===== src/rtl/mrg_pkg.sv =====
// ----------------------------------------------------------------------------
// mrg_pkg: shared definitions for the merge sorter
// Default sizes and the control word broadcast along the sorting chain.
// ----------------------------------------------------------------------------
package mrg_pkg;

  localparam int unsigned MaxItemsDef   = 64;
  localparam int unsigned ValueWidthDef = 32;

  // Per-cycle command to every cell of the chain
  typedef struct packed {
    logic ins;   // insert the broadcast value in order
    logic shft;  // move every entry one cell towards the head
  } cell_ctl_t;

endpackage


===== src/rtl/mrg_cell.sv =====
// ----------------------------------------------------------------------------
// mrg_cell: one cell of the sorting chain
// Holds one value. On insert it keeps its value, takes the new value, or
// takes its upstream neighbour's value; on shift it takes the downstream one.
// ----------------------------------------------------------------------------
module mrg_cell #(
  parameter int unsigned VALUE_WIDTH = mrg_pkg::ValueWidthDef
) (
  input  logic                   clk_i,
  input  mrg_pkg::cell_ctl_t     ctl_i,
  input  logic [VALUE_WIDTH-1:0] x_i,
  input  logic                   occ_i,
  input  logic                   prev_lt_i,
  input  logic [VALUE_WIDTH-1:0] prev_val_i,
  input  logic [VALUE_WIDTH-1:0] next_val_i,
  output logic                   lt_o,
  output logic [VALUE_WIDTH-1:0] val_o
);

  logic [VALUE_WIDTH-1:0] val_q, val_d;

  // An empty cell counts as +infinity
  assign lt_o  = !occ_i || ($signed(x_i) < $signed(val_q));
  assign val_o = val_q;

  always_comb begin
    val_d = val_q;
    if (ctl_i.shft) begin
      val_d = next_val_i;
    end else if (ctl_i.ins && lt_o) begin
      val_d = prev_lt_i ? prev_val_i : x_i;
    end
  end

  always_ff @(posedge clk_i) begin
    val_q <= val_d;
  end

endmodule


===== config.mk =====
export PLATFORM = sky130hd
export DESIGN_NAME = mrg_cell
export DESIGN_NICKNAME = d
export VERILOG_FILES = /design/src/rtl/mrg_pkg.sv /design/src/rtl/mrg_cell.sv
export SDC_FILE = /design/constraint.sdc
export NUM_CORES = 1
export LEC_CHECK = 0
export BUFFER_PORTS_ARGS = -buffer_cell sky130_fd_sc_hd__buf_2
export CAP_MARGIN = 5
export CORE_MARGIN = 1.5
export CORE_UTILIZATION = 41
export CTS_CLUSTER_DIAMETER = 150
export DETAILED_ROUTE_END_ITERATION = 8
export PLACE_DENSITY = 0.77
export SYNTH_ARGS = -nofsm -noshare
export SYNTH_HDL_FRONTEND = slang
export SYNTH_SLANG_ARGS = --single-unit

===== constraint.sdc =====
create_clock -name clk_i -period 4.43 [get_ports clk_i]
set_input_delay 0.2215 -clock clk_i [delete_from_list [all_inputs] [get_ports clk_i]]
set_output_delay 0.2215 -clock clk_i [all_outputs]
set_load 0.02 [all_outputs]

==> metrics.txt, run 1 <==
Worst-path clk slew 0.06 ns; relative slew slack 33.6%; Netlist cell types 30; HPWL after DPL 4.90 mm; fin cells 460; FMAX 372 MHz; critical path type reg -> out; crit path max fanout 3; Synth area leader edfxtp_1; Sum Neg Setup Slack 0 ns; synth top area cells edfxtp_1, ha_1, mux2i_1; Root Buffer clkbuf_8; flops & latches, synth 32; total power 0.000939 W; Post-Syn Nets 389; aggregate global-route resource usage 19.3%; fin crit share 60.7%; GPL Wtd Cong 0.744; maximum vdd drop 0.146 mV; P_sw 0.000315 W; Post-synth EDFFs 32; Critical Path RT 4.21 ns; P_int 0.000625 W; Routed Antenna Nets 0; count leader, synth nand2_1; crit path cell chain inv_1, ha_1, a21oi_1, o21ai_0, a221oi_1, o211ai_1, a31oi_1, mux2_1, buf_2; top layer used by detailed routing met4; sequential element share of the synthesized area 39.1%; Final Hold Vio Count 0; adder-cell share of the synthesized area 15.8%; WL/cell 13.4 µm; Synth Area in Compound Gates 13.3%; Worst EP arrival 2.47 ns; max-slew violations 0; final wirelength 6.18 mm; Layout area overhead 32.4%; startpoint types register; setup violators final 0; register share of total power 43.0%; total number of vias 2316; layout cells sized above 1 37.4%; Port Buffers 133; antenna violations before repair 0; Placeable Area 0.00585 mm²; largest net degree at the start of global routing 68; post-synth top area share 39.1%; largest family of logic cells by synthesized area adder cells; Area after DPL 0.00319 mm²; # H-tree levels 2; max incr delay on CP 0.38 ns; outcome complete, no violations; Inst Count DP 455; post-cts sizing count 0; Layout Nets 519; die height 80.4 µm; clock share of power 20.7%; setup bufs post-CTS 0; RSZ-0062 raised after global routing false; Gate power share 36.2%; Cell Area, Synth 0.00246 mm²; Final Cell Area 0.00325 mm²; Leak 1.72 nW; DRC Markers 0; Top Family by Delay on Critical Path compound AO/OA/AOI/OAI gates; hold crit path type in -> reg; Crit. End Element output port; CTS tree done; Fin Clk Skew 0.00429 ns; Commonest cells post-synth nand2_1, o21ai_0, edfxtp_1, inv_1, mux2i_1; die area 0.00647 mm²; clk buf depth 2; CTS Buf Count 5; mux cell area share after synthesis 13.5%; Synth Area in Simple Gates 11.6%; DR vias/cell 5.03; Sw Share 33.5%; Worst Tran Pin Value 0.997 ns; final setup margin 1.74 ns; async set or reset register ratio after synthesis 0%; Core Rows 28; Post-Syn Instances 257; minimum clock period 2.69 ns; worst skew pair latency 0.27 ns; Bufs and invs on worst path 2; pwr/cell area 289 mW/mm²; initial DRC count 60; max reg flops 32; Die Width 80.4 µm; # IOs 134; XOR/XNOR Fraction of Synth Area 0%; pre-CTS setup slack 1.83 ns; first-pass GRT wire length 9.63 mm; Synth Warn # 0; Hold-fix buffers, CTS 0; # clock sinks 32; met3 wire len 350 µm; Initial Utilization 42.0%; drt pass-1 iters 4; via count of the first global-routing pass 2270; met2 WL 3.19 mm; Primary FF master, synth edfxtp_1; Mapped Avg Cell Area 9.57 µm²; Max Cap Violations 0; Diodes inserted 0; met1 wire length 2.59 mm; total grt overflow 0; Critical-path top delay cell edfxtp_1
## layout by cell type (no fill, tap or decap), types with 2 or more instances in the layout
cell	synthesis	routed
a21oi_1	12	12
o21ai_0	36	36
nand3_1	2	2
mux2i_1	32	32
nand4_1	3	3
buf_2	3	133
ha_1	31	31
inv_1	32	32
a31oi_1	2	2
nor2_1	4	4
nand2_1	43	43
edfxtp_1	32	32
clkbuf_8	0	5
## logic make-up after synthesis
kind of cell / count (synthesis)
flip-flops: 32
AO/OA/AOI/OAI: 58
buffers and inverters: 43
AND/OR/NAND/NOR: 60
adder cells (fa/ha/maj): 31
multiplexers: 33
## final cells by class
| class | count | area [µm²] |
|---|---|---|
| Timing Repair Buffer | 134 | 673 |
| Inverter | 32 | 120 |
| Tap cell | 75 | 93.8 |
| Sequential cell | 32 | 961 |
| Fill cell | 555 | 2600 |
| Clock buffer | 5 | 68.8 |
| Multi-Input combinational cell | 182 | 1340 |
## power by group through the flow
stage	registers, W	clock network [W]	logic, W
after floorplan	0.000462	0	0.000160
after global placement	0.000409	0	0.000331
after detailed placement	0.000411	0	0.000342
after CTS	0.000404	0.000205	0.000344
after global routing	0.000410	0.000215	0.000381
final	0.000404	0.000195	0.000341
## stage by stage
step / utilization (%) / hold WS [ns]
after floorplan: - / 0.409
after global placement: 54.4 / 0.503
after detailed placement: 54.4 / 0.504
after CTS: 55.6 / 0.212
after global routing: 55.6 / 0.218
final: 55.6 / 0.230
## worst register-to-register path, stage by stage, from the launching register on
cell and delay (ns):
edfxtp_1 0.34, inv_1 0.05, ha_1 0.37, nand4_2 0.19
nor4_4 0.34, nand2_1 0.08, o211ai_1 0.15, nor4b_1 0.11
nor3_2 0.21, buf_4 0.40
## per-layer routing
layer / GRT usage (%) / up-vias
met5: 0 / -
met4: 4.83 / 0
met3: 3.86 / 4
met2: 36.1 / 87
met1: 22.3 / 1053
li1: - / 1172
## final timing paths
path,start,endpoint,slack (ns),depth (start not counted)
setup / recovery,val_o[21]$_DFFE_PP_,lt_o,1.74,9
hold reg to reg,val_o[31]$_DFFE_PP_,val_o[0]$_DFFE_PP_,1.46,7
hold / removal,next_val_i[5],val_o[5]$_DFFE_PP_,0.23,3
setup reg to reg,val_o[31]$_DFFE_PP_,val_o[13]$_DFFE_PP_,1.84,9
No activity file was read; power rests on OpenSTA's default activity.
==> run 2: changes to the inputs <==
==> constraint.sdc (replaced) <==
create_clock -name clk_i -period 2.3 [get_ports clk_i]
set_input_delay 0.115 -clock clk_i [delete_from_list [all_inputs] [get_ports clk_i]]
set_output_delay 0.115 -clock clk_i [all_outputs]
set_load 0.02 [all_outputs]
==> run 2 against run 1 <==
The run now ends with setup timing left. Via count rose by 3.1%. Largest power group is now combinational logic. Hold slack got worse by 0.11 ns. Sequential share of layout area fell by 2.7 points. Cell area rose by 10%. Clock skew barely moved. Flip-flop and latch count did not move. Sequential power rose by 93%. Routed wire length rose by 8.3%. Global-route usage rose by 2.0 points. Final cell count rose by 3.7%. Critical endpoint unchanged.
==> metrics.txt, run 2 (synthesized netlist as in run 1, its figures left out) <==
Die Width 80.4 µm; Sum Neg Setup Slack -4.12 ns; most common cell after layout, fill and taps aside buf_2; Initial Utilization 42.0%; minimum clock period 2.49 ns; top layer used by detailed routing met4; startpoint types register; FMAX 402 MHz; # clock sinks 32; total number of vias 2388; critical path endpoint lt_o; DR vias/cell 5.01; crit path max fanout 2; drt pass-1 iters 4; layout cells sized above 1 42.8%; Worst-path clk slew 0.06 ns; RR Endpoint val_o[23]$_DFFE_PP_; die height 80.4 µm; crit path cell chain inv_1, ha_1, a211o_1, a31oi_1, o311a_1, o41ai_4, a31oi_1, mux2_1, buf_6; Critical Path Source val_o[2]$_DFFE_PP_; worst skew pair latency 0.27 ns; GPL Wtd Cong 0.781; relative slew slack 64.5%; final wirelength 6.70 mm; FF-to-FF path depth 11; # fillers 497; Worst Tran Pin Value 0.533 ns; Worst EP arrival 2.37 ns; # H-tree levels 2; cell seen most often among critical-path stages a31oi_1; Critical Path RT 2.18 ns; final setup margin -0.187 ns; Top Family by Delay on Critical Path compound AO/OA/AOI/OAI gates; R2R Path Start val_o[27]$_DFFE_PP_; Max Cap Violations 0; CTS Buf Count 5; Reg2Reg Setup Slack -0.16 ns; maximum vdd drop 0.276 mV; first-pass GRT wire length 10.4 mm; WL/cell 14.0 µm; Core Rows 28; Final Hold Vio Count 0; Routed Antenna Nets 0; met3 wire len 479 µm; RSZ-0062 raised after global routing true; max incr delay on CP 0.38 ns; total grt overflow 0; Crit. End Element output port; met1 wire length 2.72 mm; setup violators final 33; met2 WL 3.33 mm; Layout area overhead 46.0%; Critical-path top delay cell edfxtp_1; outcome complete, but fails checks; hold crit path type in -> reg; max reg flops 32; pre-CTS setup slack -0.0631 ns; CP Depth 9; HPWL after DPL 5.20 mm; Bufs and invs on worst path 2; via count of the first global-routing pass 2361; Layout Nets 533; clk buf depth 2; highest-count cells in the layout ignoring fill and taps buf_2, nand2_1, o21ai_0; Leak 1.85 nW; max-slew violations 0; Fin Clk Skew 0.00389 ns; Hold-fix buffers, CTS 0; Port Buffers 133; # IOs 134; pwr/cell area 552 mW/mm²; fin crit share 108%; DRC Markers 0; Core Util, Final 61.3%; CTS tree done; initial DRC count 118; Root Buffer clkbuf_8; die area 0.00647 mm²; Placeable Area 0.00585 mm²; aggregate global-route resource usage 21.3%; critical path type reg -> out; failing checks setup timing; largest net degree at the start of global routing 41; antenna violations before repair 0; Diodes inserted 0
[run 2: cell type report]
cell class,instances,area (µm²),area share (%)
sequential,32,961,26.8
inverter,32,120,3.35
clock inverter,1,3.75,0.105
clock buffer,7,76.3,2.13
tap,75,93.8,2.62
timing repair buffer,148,868,24.2
multi-input combinational,182,1470,40.8
[run 2: through the flow]
stage	cells	hold WS, ns	area (µm²)	total power (W)
after detailed placement	462	0.397	3310	0.00149
final	477	0.118	3590	0.00198
after global routing	477	0.107	3590	0.00212
after floorplan	257	0.302	2510	0.00121
after global placement	462	0.402	3310	0.00147
after CTS	479	0.112	3600	0.00200
[run 2: where the power goes]
| part | internal (W) | switching, W | total, W |
|---|---|---|---|
| sequential | 0.000743 | 0.0000375 | 0.000781 |
| clock | 0.000210 | 0.000189 | 0.000400 |
| combinational | 0.000362 | 0.000440 | 0.000802 |
[run 2: tightest hold or removal path: stages]
cell and delay [ns]:
buf_2 0.07, nand2_1 0.04, o21ai_0 0.05
[run 2: worst min path at each step]
stage,cells past startpoint,startpoint,end
3_5_place_dp,3,next_val_i[23],val_o[23]$_DFFE_PP_
5_1_grt,3,next_val_i[20],val_o[20]$_DFFE_PP_
6_report,3,next_val_i[23],val_o[23]$_DFFE_PP_
3_3_place_gp,3,next_val_i[29],val_o[29]$_DFFE_PP_
4_1_cts,3,next_val_i[23],val_o[23]$_DFFE_PP_
2_1_floorplan,2,next_val_i[29],val_o[29]$_DFFE_PP_
[run 2: metal layers]
layer | vias up | track usage (%)
li1 | 1207 | -
met3 | 16 | 4.89
met2 | 94 | 38.4
met5 | - | 0
met4 | 0 | 8.10
met1 | 1071 | 24.2
[run 2: timing repair]
action	CTS	global route
buffers inserted	7	1
setup endpoints to repair	33	33
gates cloned	3	0
gates resized for setup	16	8
pin swaps	2	7
